===== config.mk =====
export PLATFORM = sky130hd
export DESIGN_NAME = string_to_signed_integer
export DESIGN_NICKNAME = d
export VERILOG_FILES = /design/src/s2i_pkg.sv /design/src/s2i_in_stage.sv /design/src/s2i_core.sv /design/src/s2i_out_stage.sv /design/src/string_to_signed_integer.sv
export SDC_FILE = /design/constraint.sdc
export NUM_CORES = 2
export LEC_CHECK = 0
export BUFFER_PORTS_ARGS = -buffer_cell sky130_fd_sc_hd__buf_4
export CAP_MARGIN = 20
export CORE_UTILIZATION = 44
export DETAILED_ROUTE_END_ITERATION = 12
export PLACE_DENSITY_LB_ADDON = 0.2
export SLEW_MARGIN = 25
export SYNTH_ARGS = -nofsm -noshare
export SYNTH_HDL_FRONTEND = slang
export SYNTH_SLANG_ARGS = --single-unit

===== constraint.sdc =====
create_clock -name clock -period 23.2 [get_ports clock]
set_input_delay 1.16 -clock clock [delete_from_list [all_inputs] [get_ports clock]]
set_output_delay 1.16 -clock clock [all_outputs]
set_load 0.02 [all_outputs]

===== src/s2i_pkg.sv =====
// Package for the string-to-signed-integer converter.
// Holds the shared types, character codes, status codes and the digit decoder.
// Used by every module in src; depends on nothing.
`default_nettype none

package s2i_pkg;

   localparam longint unsigned MAX_OFFSET = 64'd65535;

   localparam logic [7:0] CHAR_MINUS = 8'h2D;
   localparam logic [7:0] CHAR_PLUS  = 8'h2B;
   localparam logic [7:0] CHAR_ZERO  = 8'h30;
   localparam logic [7:0] CHAR_LOW_X = 8'h78;
   localparam logic [7:0] CHAR_UP_X  = 8'h58;
   localparam logic [7:0] CHAR_SPACE = 8'h20;
   localparam logic [7:0] CHAR_TAB   = 8'h09;
   localparam logic [7:0] CHAR_CR    = 8'h0D;

   localparam logic [6:0] DIGIT_NONE = 7'd99;
   localparam logic [5:0] BASE_AUTO  = 6'd0;
   localparam logic [5:0] BASE_ONE   = 6'd1;
   localparam logic [5:0] BASE_OCT   = 6'd8;
   localparam logic [5:0] BASE_DEC   = 6'd10;
   localparam logic [5:0] BASE_HEX   = 6'd16;
   localparam logic [5:0] BASE_MAX   = 6'd36;

   localparam logic [63:0] VALUE_MAX = 64'h7FFF_FFFF_FFFF_FFFF;
   localparam logic [63:0] VALUE_MIN = 64'h8000_0000_0000_0000;
   localparam logic [15:0] OFFSET_CLIP = 16'hFFFF;

   typedef enum logic [1:0] {
      STATUS_OK,
      STATUS_NO_DIGITS,
      STATUS_RANGE,
      STATUS_BAD_BASE
   } s2i_status_type;

   typedef enum logic [2:0] {
      PHASE_DONE,
      PHASE_SPACE,
      PHASE_FIRST,
      PHASE_ZERO,
      PHASE_XSEEN,
      PHASE_DIGITS
   } s2i_phase_type;

   typedef struct packed {
      logic       valid;
      logic       string_start;
      logic [7:0] char_code;
   } s2i_item_type;

   typedef struct packed {
      logic [63:0]    parsed_value;
      logic [15:0]    end_offset;
      s2i_status_type parse_status;
   } s2i_result_type;

   function automatic logic [6:0] digit_value(input logic [7:0] c);
      logic [6:0] d;
      d = DIGIT_NONE;
      if (c >= 8'h30 && c <= 8'h39) begin
         d = 7'(c - 8'h30);
      end else if (c >= 8'h41 && c <= 8'h5A) begin
         d = 7'(c - 8'h41 + 8'd10);
      end else if (c >= 8'h61 && c <= 8'h7A) begin
         d = 7'(c - 8'h61 + 8'd10);
      end
      return d;
   endfunction

endpackage

`default_nettype wire


===== src/s2i_in_stage.sv =====
// Input register of the string-to-signed-integer converter.
// Holds one accepted character until the parser takes it; uses s2i_pkg.
`default_nettype none

module s2i_in_stage (
   input  wire logic                clock,
   input  wire logic                reset,
   input  wire logic                req_valid,
   output logic                     req_stall,
   input  wire logic                req_string_start,
   input  wire logic [7:0]          req_char_code,
   input  wire logic                advance,
   output s2i_pkg::s2i_item_type    item
);

   logic       valid_ff, valid_in;
   logic       start_ff;
   logic [7:0] char_ff;

   assign req_stall = valid_ff & ~advance;
   assign valid_in  = req_stall ? valid_ff : req_valid;

   always_ff @(posedge clock) begin
      if (reset) begin
         valid_ff <= 1'b0;
      end else begin
         valid_ff <= valid_in;
      end
   end

   always_ff @(posedge clock) begin
      if (req_valid && !req_stall) begin
         start_ff <= req_string_start;
         char_ff  <= req_char_code;
      end
   end

   assign item.valid        = valid_ff;
   assign item.string_start = start_ff;
   assign item.char_code    = char_ff;

endmodule

`default_nettype wire


===== src/s2i_core.sv =====
// Parser core of the string-to-signed-integer converter: base register, parse state,
// one multiply-add per character with saturation. Uses s2i_pkg.
`default_nettype none

module s2i_core #(
   parameter longint unsigned MAX_OFFSET = s2i_pkg::MAX_OFFSET
) (
   input  wire logic                  clock,
   input  wire logic                  reset,
   input  wire logic                  csr_wr_en,
   input  wire logic [5:0]            csr_wr_data,
   input  wire s2i_pkg::s2i_item_type item,
   input  wire logic                  advance,
   output logic                       emit,
   output s2i_pkg::s2i_result_type    result
);

   localparam int PosW = $clog2(MAX_OFFSET + 1);
   localparam int ExtW = (PosW > 16) ? PosW : 16;

   logic [5:0]             number_base_ff;
   s2i_pkg::s2i_phase_type phase_ff, phase_in;
   logic                   neg_ff, neg_in;
   logic [63:0]            acc_ff, acc_in;
   logic                   ovf_ff, ovf_in;
   logic                   seen_ff, seen_in;
   logic [5:0]             base_ff, base_in;
   logic [PosW-1:0]        pos_ff, pos_in;
   logic [PosW-1:0]        zeo_ff, zeo_in;

   logic [7:0]             c;
   logic [6:0]             dv;
   logic                   is_space;
   logic                   do_first;
   logic                   do_digit;
   logic [69:0]            sum;
   logic [69:0]            limit;
   logic [PosW-1:0]        pos_cur;
   logic [PosW-1:0]        emit_pos;
   logic [ExtW-1:0]        pos_ext;

   assign c        = item.char_code;
   assign dv       = s2i_pkg::digit_value(c);
   assign is_space = (c == s2i_pkg::CHAR_SPACE) ||
                     (c >= s2i_pkg::CHAR_TAB && c <= s2i_pkg::CHAR_CR);

   always_comb begin
      phase_in = phase_ff;
      neg_in   = neg_ff;
      acc_in   = acc_ff;
      ovf_in   = ovf_ff;
      seen_in  = seen_ff;
      base_in  = base_ff;
      pos_in   = pos_ff;
      zeo_in   = zeo_ff;
      emit     = 1'b0;
      do_first = 1'b0;
      do_digit = 1'b0;
      emit_pos = '0;
      sum      = '0;
      limit    = '0;
      pos_cur  = pos_ff;
      result.parsed_value = '0;
      result.end_offset   = '0;
      result.parse_status = s2i_pkg::STATUS_OK;

      if (advance) begin
         if (item.string_start) begin
            base_in  = number_base_ff;
            neg_in   = 1'b0;
            acc_in   = '0;
            ovf_in   = 1'b0;
            seen_in  = 1'b0;
            pos_in   = '0;
            zeo_in   = '0;
            phase_in = s2i_pkg::PHASE_SPACE;
            pos_cur  = '0;
         end

         if (item.string_start &&
             (base_in == s2i_pkg::BASE_ONE || base_in > s2i_pkg::BASE_MAX)) begin
            emit                = 1'b1;
            result.parse_status = s2i_pkg::STATUS_BAD_BASE;
            phase_in            = s2i_pkg::PHASE_DONE;
         end else if (phase_in != s2i_pkg::PHASE_DONE) begin
            case (phase_in)
               s2i_pkg::PHASE_SPACE: begin
                  if (is_space) begin
                     phase_in = s2i_pkg::PHASE_SPACE;
                  end else if (c == s2i_pkg::CHAR_MINUS) begin
                     neg_in   = 1'b1;
                     phase_in = s2i_pkg::PHASE_FIRST;
                  end else if (c == s2i_pkg::CHAR_PLUS) begin
                     phase_in = s2i_pkg::PHASE_FIRST;
                  end else begin
                     do_first = 1'b1;
                  end
               end
               s2i_pkg::PHASE_FIRST: begin
                  do_first = 1'b1;
               end
               s2i_pkg::PHASE_ZERO: begin
                  if (c == s2i_pkg::CHAR_LOW_X || c == s2i_pkg::CHAR_UP_X) begin
                     phase_in = s2i_pkg::PHASE_XSEEN;
                  end else begin
                     if (base_in == s2i_pkg::BASE_AUTO) begin
                        base_in = s2i_pkg::BASE_OCT;
                     end
                     do_digit = 1'b1;
                  end
               end
               s2i_pkg::PHASE_XSEEN: begin
                  if (dv < 7'(s2i_pkg::BASE_HEX)) begin
                     base_in  = s2i_pkg::BASE_HEX;
                     do_digit = 1'b1;
                  end else begin
                     emit     = 1'b1;
                     emit_pos = zeo_ff;
                     phase_in = s2i_pkg::PHASE_DONE;
                  end
               end
               default: begin
                  do_digit = 1'b1;
               end
            endcase

            if (do_first) begin
               if (c == s2i_pkg::CHAR_ZERO &&
                   (base_in == s2i_pkg::BASE_AUTO || base_in == s2i_pkg::BASE_HEX)) begin
                  seen_in  = 1'b1;
                  acc_in   = '0;
                  zeo_in   = (pos_cur < PosW'(MAX_OFFSET)) ? pos_cur + 1'b1
                                                            : PosW'(MAX_OFFSET);
                  phase_in = s2i_pkg::PHASE_ZERO;
               end else begin
                  if (base_in == s2i_pkg::BASE_AUTO) begin
                     base_in = s2i_pkg::BASE_DEC;
                  end
                  do_digit = 1'b1;
               end
            end

            if (do_digit) begin
               phase_in = s2i_pkg::PHASE_DIGITS;
               limit    = neg_in ? 70'(s2i_pkg::VALUE_MIN) : 70'(s2i_pkg::VALUE_MAX);
               sum      = 70'(acc_in) * 70'(base_in) + 70'(dv);
               if (dv < 7'(base_in)) begin
                  if (!ovf_in) begin
                     if (sum > limit) begin
                        ovf_in = 1'b1;
                     end else begin
                        acc_in = sum[63:0];
                     end
                  end
                  seen_in = 1'b1;
               end else begin
                  emit     = 1'b1;
                  phase_in = s2i_pkg::PHASE_DONE;
                  if (!seen_in) begin
                     result.parse_status = s2i_pkg::STATUS_NO_DIGITS;
                  end else if (ovf_in) begin
                     emit_pos            = pos_cur;
                     result.parsed_value = neg_in ? s2i_pkg::VALUE_MIN : s2i_pkg::VALUE_MAX;
                     result.parse_status = s2i_pkg::STATUS_RANGE;
                  end else begin
                     emit_pos            = pos_cur;
                     result.parsed_value = neg_in ? (64'd0 - acc_in) : acc_in;
                  end
               end
            end

            if (pos_cur < PosW'(MAX_OFFSET)) begin
               pos_in = pos_cur + 1'b1;
            end
         end
      end

      pos_ext           = ExtW'(emit_pos);
      result.end_offset = (pos_ext > ExtW'(s2i_pkg::OFFSET_CLIP)) ? s2i_pkg::OFFSET_CLIP
                                                                   : pos_ext[15:0];
   end

   always_ff @(posedge clock) begin
      if (reset) begin
         number_base_ff <= '0;
      end else if (csr_wr_en) begin
         number_base_ff <= csr_wr_data;
      end
   end

   always_ff @(posedge clock) begin
      if (reset) begin
         phase_ff <= s2i_pkg::PHASE_DONE;
         neg_ff   <= 1'b0;
         acc_ff   <= '0;
         ovf_ff   <= 1'b0;
         seen_ff  <= 1'b0;
         base_ff  <= '0;
         pos_ff   <= '0;
         zeo_ff   <= '0;
      end else begin
         phase_ff <= phase_in;
         neg_ff   <= neg_in;
         acc_ff   <= acc_in;
         ovf_ff   <= ovf_in;
         seen_ff  <= seen_in;
         base_ff  <= base_in;
         pos_ff   <= pos_in;
         zeo_ff   <= zeo_in;
      end
   end

endmodule

`default_nettype wire


===== src/s2i_out_stage.sv =====
// Result register of the string-to-signed-integer converter.
// Holds one result until the receiver takes it; uses s2i_pkg.
`default_nettype none

module s2i_out_stage (
   input  wire logic                    clock,
   input  wire logic                    reset,
   input  wire logic                    load,
   input  wire s2i_pkg::s2i_result_type result,
   output logic                         slot_free,
   output logic                         rsp_valid,
   input  wire logic                    rsp_stall,
   output logic [63:0]                  rsp_parsed_value,
   output logic [15:0]                  rsp_end_offset,
   output logic [1:0]                   rsp_parse_status
);

   logic                    valid_ff, valid_in;
   s2i_pkg::s2i_result_type result_ff;

   assign slot_free = ~valid_ff | ~rsp_stall;
   assign valid_in  = load | (valid_ff & rsp_stall);

   always_ff @(posedge clock) begin
      if (reset) begin
         valid_ff <= 1'b0;
      end else begin
         valid_ff <= valid_in;
      end
   end

   always_ff @(posedge clock) begin
      if (load) begin
         result_ff <= result;
      end
   end

   assign rsp_valid        = valid_ff;
   assign rsp_parsed_value = result_ff.parsed_value;
   assign rsp_end_offset   = result_ff.end_offset;
   assign rsp_parse_status = result_ff.parse_status;

endmodule

`default_nettype wire


===== src/string_to_signed_integer.sv =====
// Top level of the streaming string-to-signed-integer converter.
// Instantiates s2i_in_stage, s2i_core and s2i_out_stage; uses s2i_pkg.
//
// One character enters per req_ transfer; req_string_start marks the first character
// of a string. After leading whitespace, an optional sign and an optional base prefix,
// digits are accumulated with saturation. The first character that is not a digit ends
// the number and produces one rsp_ transfer with the value, the end offset and a status.
// An invalid base gives its result on the string start character.
// The radix is written through csr_wr_en and csr_wr_data and is taken at each string start.
// The ending character is held in the input register; its result is registered for rsp_valid.
// Throughput is one character per cycle while rsp_stall holds no result, set by the single
// multiply-add by the radix between the input register and the result register.
// Reset clears both stages, the parse state and the radix to automatic detection.
// While rsp_stall holds a result, the input register still takes one more character and
// then raises req_stall until the result leaves.
`default_nettype none

module string_to_signed_integer #(
   parameter longint unsigned MAX_OFFSET = s2i_pkg::MAX_OFFSET
) (
   input  wire logic        clock,
   input  wire logic        reset,
   input  wire logic        csr_wr_en,
   input  wire logic [5:0]  csr_wr_data,
   input  wire logic        req_valid,
   output logic             req_stall,
   input  wire logic        req_string_start,
   input  wire logic [7:0]  req_char_code,
   output logic             rsp_valid,
   input  wire logic        rsp_stall,
   output logic [63:0]      rsp_parsed_value,
   output logic [15:0]      rsp_end_offset,
   output logic [1:0]       rsp_parse_status
);

   s2i_pkg::s2i_item_type   item;
   s2i_pkg::s2i_result_type result;
   logic                    advance;
   logic                    emit;
   logic                    slot_free;

   assign advance = item.valid & slot_free;

   s2i_in_stage u_in_stage (
      .clock            (clock),
      .reset            (reset),
      .req_valid        (req_valid),
      .req_stall        (req_stall),
      .req_string_start (req_string_start),
      .req_char_code    (req_char_code),
      .advance          (advance),
      .item             (item)
   );

   s2i_core #(
      .MAX_OFFSET (MAX_OFFSET)
   ) u_core (
      .clock       (clock),
      .reset       (reset),
      .csr_wr_en   (csr_wr_en),
      .csr_wr_data (csr_wr_data),
      .item        (item),
      .advance     (advance),
      .emit        (emit),
      .result      (result)
   );

   s2i_out_stage u_out_stage (
      .clock            (clock),
      .reset            (reset),
      .load             (emit),
      .result           (result),
      .slot_free        (slot_free),
      .rsp_valid        (rsp_valid),
      .rsp_stall        (rsp_stall),
      .rsp_parsed_value (rsp_parsed_value),
      .rsp_end_offset   (rsp_end_offset),
      .rsp_parse_status (rsp_parse_status)
   );

endmodule

`default_nettype wire

* Word level (Yosys, flattened, before mapping)
Cells that the tools add are included.
Storage, ports and cells: logic and storage cells 203, bits of input ports 20, flip-flop bits (word level) 207, output and inout port bits 84
Operators by class: order comparisons 14, multipliers 1, bitwise operators 11, multiplexer cells 124, equality and inequality tests 12, $add $sub $neg 8, reductions and logical operators 17
Operators with widths (count):
- $mux W64 | 16
- $mux W16 | 19
- $mux W6 | 16
- $add A70 B7 Y70 | 1
- $gt A70 B70 Y1 | 1
- $mul A64 B6 Y70 | 1
- $sub A1 B64 Y64 const A | 1
- $mux W1 | 47
- $mux W3 | 13
- $eq A8 B6 Y1 const B | 4
- $mux W7 | 3
- $add A16 B1 Y16 const B | 1
- $eq A8 B7 Y1 const B | 2
- $ge A8 B7 Y1 const B | 2
- $gt A16 B16 Y1 const B | 1
- $le A8 B7 Y1 const B | 2
- $lt A16 B16 Y1 const B | 1
- $add A7 B4 Y7 const B | 2
- $sub A7 B7 Y7 const B | 2
- $logic_not A6 Y1 | 2
- $mux W2 | 6
- $pmux W6 S2 | 1
- $pmux W3 S3 | 1
- $ge A8 B4 Y1 const B | 1
- 23 further kinds | 41

* Longest topological paths before layout
depth in word-level cells 28, depth in mapped cells 51, mapped depth without buffers 46

* By module
A second synthesis with hierarchy kept.
Second synthesis, totals: cell total of the unflattened synthesis 3321, area total of the unflattened synthesis 26660.6 um2
Modules (own cells, without submodules):
- s2i_core | area each 23824.1 um2, cells each 3219, sequential area each 2282.2 um2, times used 1
- s2i_out_stage | area each 2494.9 um2, cells each 86, sequential area each 2482.4 um2, times used 1
- s2i_in_stage | area each 335.3 um2, cells each 15, sequential area each 290.3 um2, times used 1
- string_to_signed_integer | area each 6.3 um2, cells each 1, sequential area each 0.0 um2, times used 1

* Worst setup path before layout
Ideal clock, no wire load.
kind flip-flop to flip-flop, start point register u_in_stage.char_ff[5], end point register u_core.acc_ff[1], buffers on the path 7, period minus slack after synthesis 10.444 ns, stages on the path, launching flop included 44, path slack 12.756 ns, arrival time 10.324 ns, library setup time 0.120 ns, data required time 23.080 ns, cell sequence edfxtp_1 > inv_1 > ha_1 > o21ai_0 > o311ai_0 > nor4_1 > nand3b_1 > nor2_1 > nor2_1 > clkbuf_1 > buf_1 > buf_1 > nand3_1 > fa_1 > fa_1 > inv_1 > fa_1 > inv_1 > [... 8 more ...] > a21o_1 > o211ai_1 > a21boi_0 > xnor2_1 > ha_1 > nand4_1 > nor4_1 > nand2_1 > o32ai_1 > a31oi_1 > or4_1 > or4_1 > buf_4 > a21oi_4 > nand2b_1 > buf_6 > buf_12 > a21oi_2
Between the ends: longest elaborated chain between the ends 28, elaborated cells on any way between the ends 82, those cells by class 6 x add/sub; 1 x mul; 11 x order compare; 7 x eq/ne; 48 x mux; 9 x reduce/logical
Ends and longest elaborated chain:
- from (decl) | RTL line s2i_in_stage.sv:18 | logic [7:0] char_ff;
- from (signal assigned) | RTL line s2i_in_stage.sv:34 | char_ff <= req_char_code;
- $sub A7 B7 Y7, or another cell as far along | RTL line s2i_pkg.sv:67 | d = 7'(c - 8'h61 + 8'd10);
- $add A7 B4 Y7 / $logic_and A1 B1 Y1 (equally long branches) | RTL line s2i_pkg.sv:67, s2i_pkg.sv:66
- $mux W7 | RTL line s2i_pkg.sv:66 | end else if (c >= 8'h61 && c <= 8'h7A) begin
- $mux W7 | RTL line s2i_pkg.sv:64 | end else if (c >= 8'h41 && c <= 8'h5A) begin
- $mux W7 | RTL line s2i_pkg.sv:62 | if (c >= 8'h30 && c <= 8'h39) begin
- $lt A7 B5 Y1 | RTL line s2i_core.sv:113 | if (dv < 7'(s2i_pkg::BASE_HEX)) begin
- $mux W6 | RTL line s2i_core.sv:113
- $pmux W6 S2 | RTL line s2i_core.sv:86 | case (phase_in)
- [... 12 more ...]
- $add A70 B7 Y70 | RTL line s2i_core.sv:146 | sum = 70'(acc_in) * 70'(base_in) + 70'(dv);
- $gt A70 B70 Y1 | RTL line s2i_core.sv:149 | if (sum > limit) begin
- $mux W64 | RTL line s2i_core.sv:149
- $mux W64 | RTL line s2i_core.sv:148 | if (!ovf_in) begin
- $mux W64 | RTL line s2i_core.sv:147 | if (dv < 7'(base_in)) begin
- $mux W64 (*) | RTL line s2i_core.sv:143 | if (do_digit) begin
- $mux W64 (*) | RTL line s2i_core.sv:85 | end else if (phase_in != s2i_pkg::PHASE_DONE) begin
- $mux W64 (*) | RTL line s2i_core.sv:80 | if (item.string_start &&
- to (signal assigned) | RTL line s2i_core.sv:204 | acc_ff <= acc_in;
- to (decl) | RTL line s2i_core.sv:24 | logic [63:0] acc_ff, acc_in;
Mark *: on every way between the ends. The rest lies on a longest branch, timed or not. The select of a mux whose other input is x is not followed. A chain may end at the register's enable or synchronous reset.

* Worst setup path in the final report
start point register u_in_stage.char_ff[0], end point register u_core.acc_ff[17]
The elaborated chain is that of the path after synthesis.

==> impl.org <==
** STA
- Minimum clock period :: about 14000 ps
- Measured against its own limit, the worst slew margin works out to around 27%.
- Final Hold Violating Endpoints :: 0
- Least-Margin Pin Slew :: between 1000 and 1500 ps
- Number of failing setup endpoints in the final timing report :: 0
- Clock skew on the completed layout was measured at roughly 17 ps.
- The worst path uses between 60% and 70% of the clock period.
- Hold is met by ~460 ps.
- RSZ-0062 raised after global routing :: false
- Adding up every negative setup slack in the final design gives 0 ps.
- Achievable frequency :: roughly 70 MHz
- The number of slew-limit violations in the final report came to 0.

** CTS
- Hold repair after CTS inserted 0 buffers.
- # resized after CTS :: 0
- Counting along the longest clock path gives a buffer depth of 3.
- After clock tree synthesis, the setup repair step added 0 buffers.
- CTS tree :: yes
- Cts bufs inserted :: 27
- In this run the number of H-tree levels came out at 1.
- Clk slew on worst S/H paths :: ~60 ps
- CTS root buffer :: sky130_fd_sc_hd__clkbuf_16
- For this design, the sink count on the clock tree is 207.
- Clock network latency to the later pin of the worst-skew pair :: approximately 590 ps

** Placement
- During placement, the flow inserted port buffers numbering 103.
- DP Wirelength :: 73090 um
- At the end of routability-driven placement, the weighted congestion stood at a little under 1.
- After detailed placement, the design holds a cell count of slightly below 4k.

** GRT
- Via count of the first global-routing pass :: 24.61k
- Maximum number of pins on one net before global-route repair :: between 100 and 150
- The number of antenna violations at the first check in global routing was 1.
- Residual overflow from global routing :: 0
- Global-route wire length before repair :: between 100000 and 150000 um
- Global-route usage over all layers :: a little under a third

** Pwr
- In this run, flip-flops and latches consume 43.0% of the power.
- For this design the total switching power over the nets is between 200 and 300 uW.
- Combinational logic is responsible for about 15% of the overall power.
- Clock network power share :: around 42%
- Power density of the placed cells :: approximately 32 mW/mm^2
- Overall power after layout :: 923.8 uW
- In this run switching power makes up 31.06% of total power.
- Largest vdd supply drop :: about 0.056 mV
- In this run the static leakage power is approximately 0.013 uW.
- Cell internal pwr :: about 640 uW

** Critical path
- Arr. time, crit path :: about 15000 ps
- Delay-heaviest family, CP :: compound AO/OA/AOI/OAI gates
- Cell with the largest stage delay on the worst path :: sky130_fd_sc_hd__or4_1
- RR Startpoint :: u_in_stage.char_ff[0]
- Of all nets on the critical path, the largest fanout is between 40 and 50.
- Start-to-end type of the worst setup path :: flip-flop to flip-flop
- Count of cells along the worst register-to-register path :: 48
- CP dominant cell by count :: sky130_fd_sc_hd__inv_1
- Kind of capture point of the worst setup path :: flip-flop
- Counting both buffers and inverters, the worst setup path holds a total of 9.
- In this run the register-to-register setup slack is 8970 ps.
- Nature of the critical path startpoint :: flip-flop
- For this run, the slowest stage of the critical path takes about 720 ps.
- The endpoint identified for the worst register-to-register timing path is u_core.acc_ff[17].
- Required time of the critical path :: 23660 ps

** Min path
- The tightest min-delay check is of the flip-flop to flip-flop type.
- End of the worst hold path :: u_core.zeo_ff[9]
- Min-Delay Startpoint :: u_core.zeo_ff[9]
- The worst hold path passes through 2 cells.

** Finish
- In the final design database the tool counted 3726 nets.
- Area growth, synth to finish :: 7.339%
- In the final layout, the share of cells above drive strength 1 is under 10%.
- The repair_antennas step left the layout with diodes totalling 0.
- Excluding fillers, the count of instances in the completed layout stands at 4020.
- For this run, the share of the core covered by cells in the final layout is between 40% and 50%.
- In the layout the commonest cells are sky130_fd_sc_hd__nand2_1, sky130_fd_sc_hd__a21oi_1, sky130_fd_sc_hd__nor2_1, sky130_fd_sc_hd__fa_1, sky130_fd_sc_hd__inv_1.
- The library cell used most frequently in the layout, excluding fill and tap cells, is sky130_fd_sc_hd__nand2_1.

** Die
- Cell row count :: 89
- Full die area :: 0.06155 sq mm
- Number of ports placed on the die boundary :: between 100 and 150
- For this configuration, the core starts out at a cell density of around 45%.
- Chip Width :: roughly 250 um
- Core outline area :: slightly below 0.06 sq mm
- Die height :: approximately 250 um

** Routing
- Routed wirelength normalized by instance count :: between 20 and 25 um
- Remaining number of nets flagged by the antenna check after routing :: 0
- DRC violation count after routing :: 0
- Wires add up to just under 100000 um.
- Dividing the detail-routed via count by the number of cells gives 6.309.
- Detailed routing inserted a total of 25.36k vias.
- The first detailed-routing pass ran for 7 iterations.
- Initial detailed-routing violation count :: 2614

** Logic synthesis
- For this run, the number of Yosys warnings is 0.
- After synthesis the netlist holds a flip-flop and latch count of approximately 210.
- Dividing the synthesized area by the synthesized cell count gives between 8 and 9 sq um.
- In this run the cell area of the synthesized design comes to about 0.027 sq mm.
- The most used flip-flop cell after synthesis is sky130_fd_sc_hd__dfxtp_1.
- Synthesis handed over a netlist of 3297 instances.
- EDFF count, synth :: 91
- When the netlist entered floorplanning its net count stood at roughly 3.8k.
- Share of synthesized flip-flops with an asynchronous set or reset :: 0%
- After synthesis, flip-flops and latches occupy 18.97% of the total area.
- Number of distinct library cell variants in the gate-level netlist after synthesis :: 86

** Status
- Run status :: completed

** Run
- Max Cap Violations :: 0
==> power by group through the flow <==
stage	Clock, uW	Combinational (uW)	Sequential [uW]
after floorplan	0	78.5	407
after global placement	0	130	404
after detailed placement	0	131	404
after CTS	397	132	397
after global routing	411	145	398
final	392	135	397
==> through the flow <==
step	setup slack [ps]	cell area (sq um)
4_1_cts	9200	28580
6_report	8969	28600
2_1_floorplan	12760	26650
3_3_place_gp	9139	27750
5_1_grt	8082	28600
3_5_place_dp	9262	27790
==> kinds of logic (layout without fill, tap and decap cells) <==
logic type / Yosys count / count (layout) / synth area share [%]
simple gates: 1238 / 1238 / 22.34
flops: 207 / 207 / 18.97
buf+inv: 467 / 417 / 6.865
xor+xnor: 91 / 91 / 2.991
compound gates: 798 / 798 / 18.56
mux: 17 / 17 / 0.6527
fa+ha+maj: 479 / 479 / 29.62
==> worst reg2reg max path: cells and delay by family (launching register included) <==
kind	cells	cell delay (ps)
buffers and inverters	9	2420
adders and majority gates	7	2810
AOI/OAI and AO/OA	17	3950
xor gates and xnor gates	1	480
and+or+nand+nor	13	3710
muxes	1	240
DFF	1	520
==> synthesized netlist by cell type (49+ instances only) <==
cell	number	area share [%]
sky130_fd_sc_hd__a21oi_1	297	5.6
sky130_fd_sc_hd__clkbuf_1	194	2.7
sky130_fd_sc_hd__nand4_1	49	1.2
sky130_fd_sc_hd__fa_1	253	19
sky130_fd_sc_hd__nand2_1	382	5.4
sky130_fd_sc_hd__dfxtp_1	116	8.7
sky130_fd_sc_hd__nand3_1	89	1.7
sky130_fd_sc_hd__edfxtp_1	91	10
sky130_fd_sc_hd__ha_1	226	11
sky130_fd_sc_hd__nor2_1	291	4.1
sky130_fd_sc_hd__and3_1	219	5.1
sky130_fd_sc_hd__inv_1	231	3.3
sky130_fd_sc_hd__xnor2_1	56	1.8
sky130_fd_sc_hd__nor3_1	68	1.3
sky130_fd_sc_hd__o21ai_0	177	3.3
==> layer usage <==
metal	track usage (%)	vias to the layer above	part of all wire (%)	wire, um
met5	0	-	0.024	23
met4	10.59	4	3.4	3300
met3	4.719	188	9.7	9456
met2	49.25	1387	44	42930
met1	44.99	12350	43	41570
li1	-	11430	-	-
==> how the worst max path moves through the flow <==
stage                                   end             startpoint  slack (ps)  cells after the start
after floorplan            u_core.acc_ff[1]  u_in_stage.char_ff[5]       12760                     43
after global placement    u_core.acc_ff[35]  u_in_stage.char_ff[5]        9140                     39
after detailed placement   u_core.acc_ff[1]  u_in_stage.char_ff[0]        9260                     45
after CTS                  u_core.acc_ff[1]  u_in_stage.char_ff[0]        9200                     45
after global routing       u_core.acc_ff[4]  u_in_stage.char_ff[0]        8080                     47
final                     u_core.acc_ff[17]  u_in_stage.char_ff[0]        8970                     48
==> layout make-up <==
type                       instances  area, sq um
sequential                       207         5055
clock inverter                    18        105.1
timing repair buffer             136         1045
inverter                         232        870.8
tap                              773        967.2
multi-input combinational       2623        19870
fill                            5746        30860
clock buffer                      31        690.7
==> sequential cells by signal, summed over array words and instances, names as in the netlist, 2 cells and up <==
name	count
u_core.base_ff	6
u_in_stage.char_ff	8
u_out_stage.rsp_end_offset	16
u_core.zeo_ff	16
u_out_stage.rsp_parse_status	2
u_core.phase_ff	3
u_core.number_base_ff	6
u_core.pos_ff	16
u_out_stage.rsp_parsed_value	64
u_core.acc_ff	64
No activity file was read; power rests on OpenSTA's default activity.
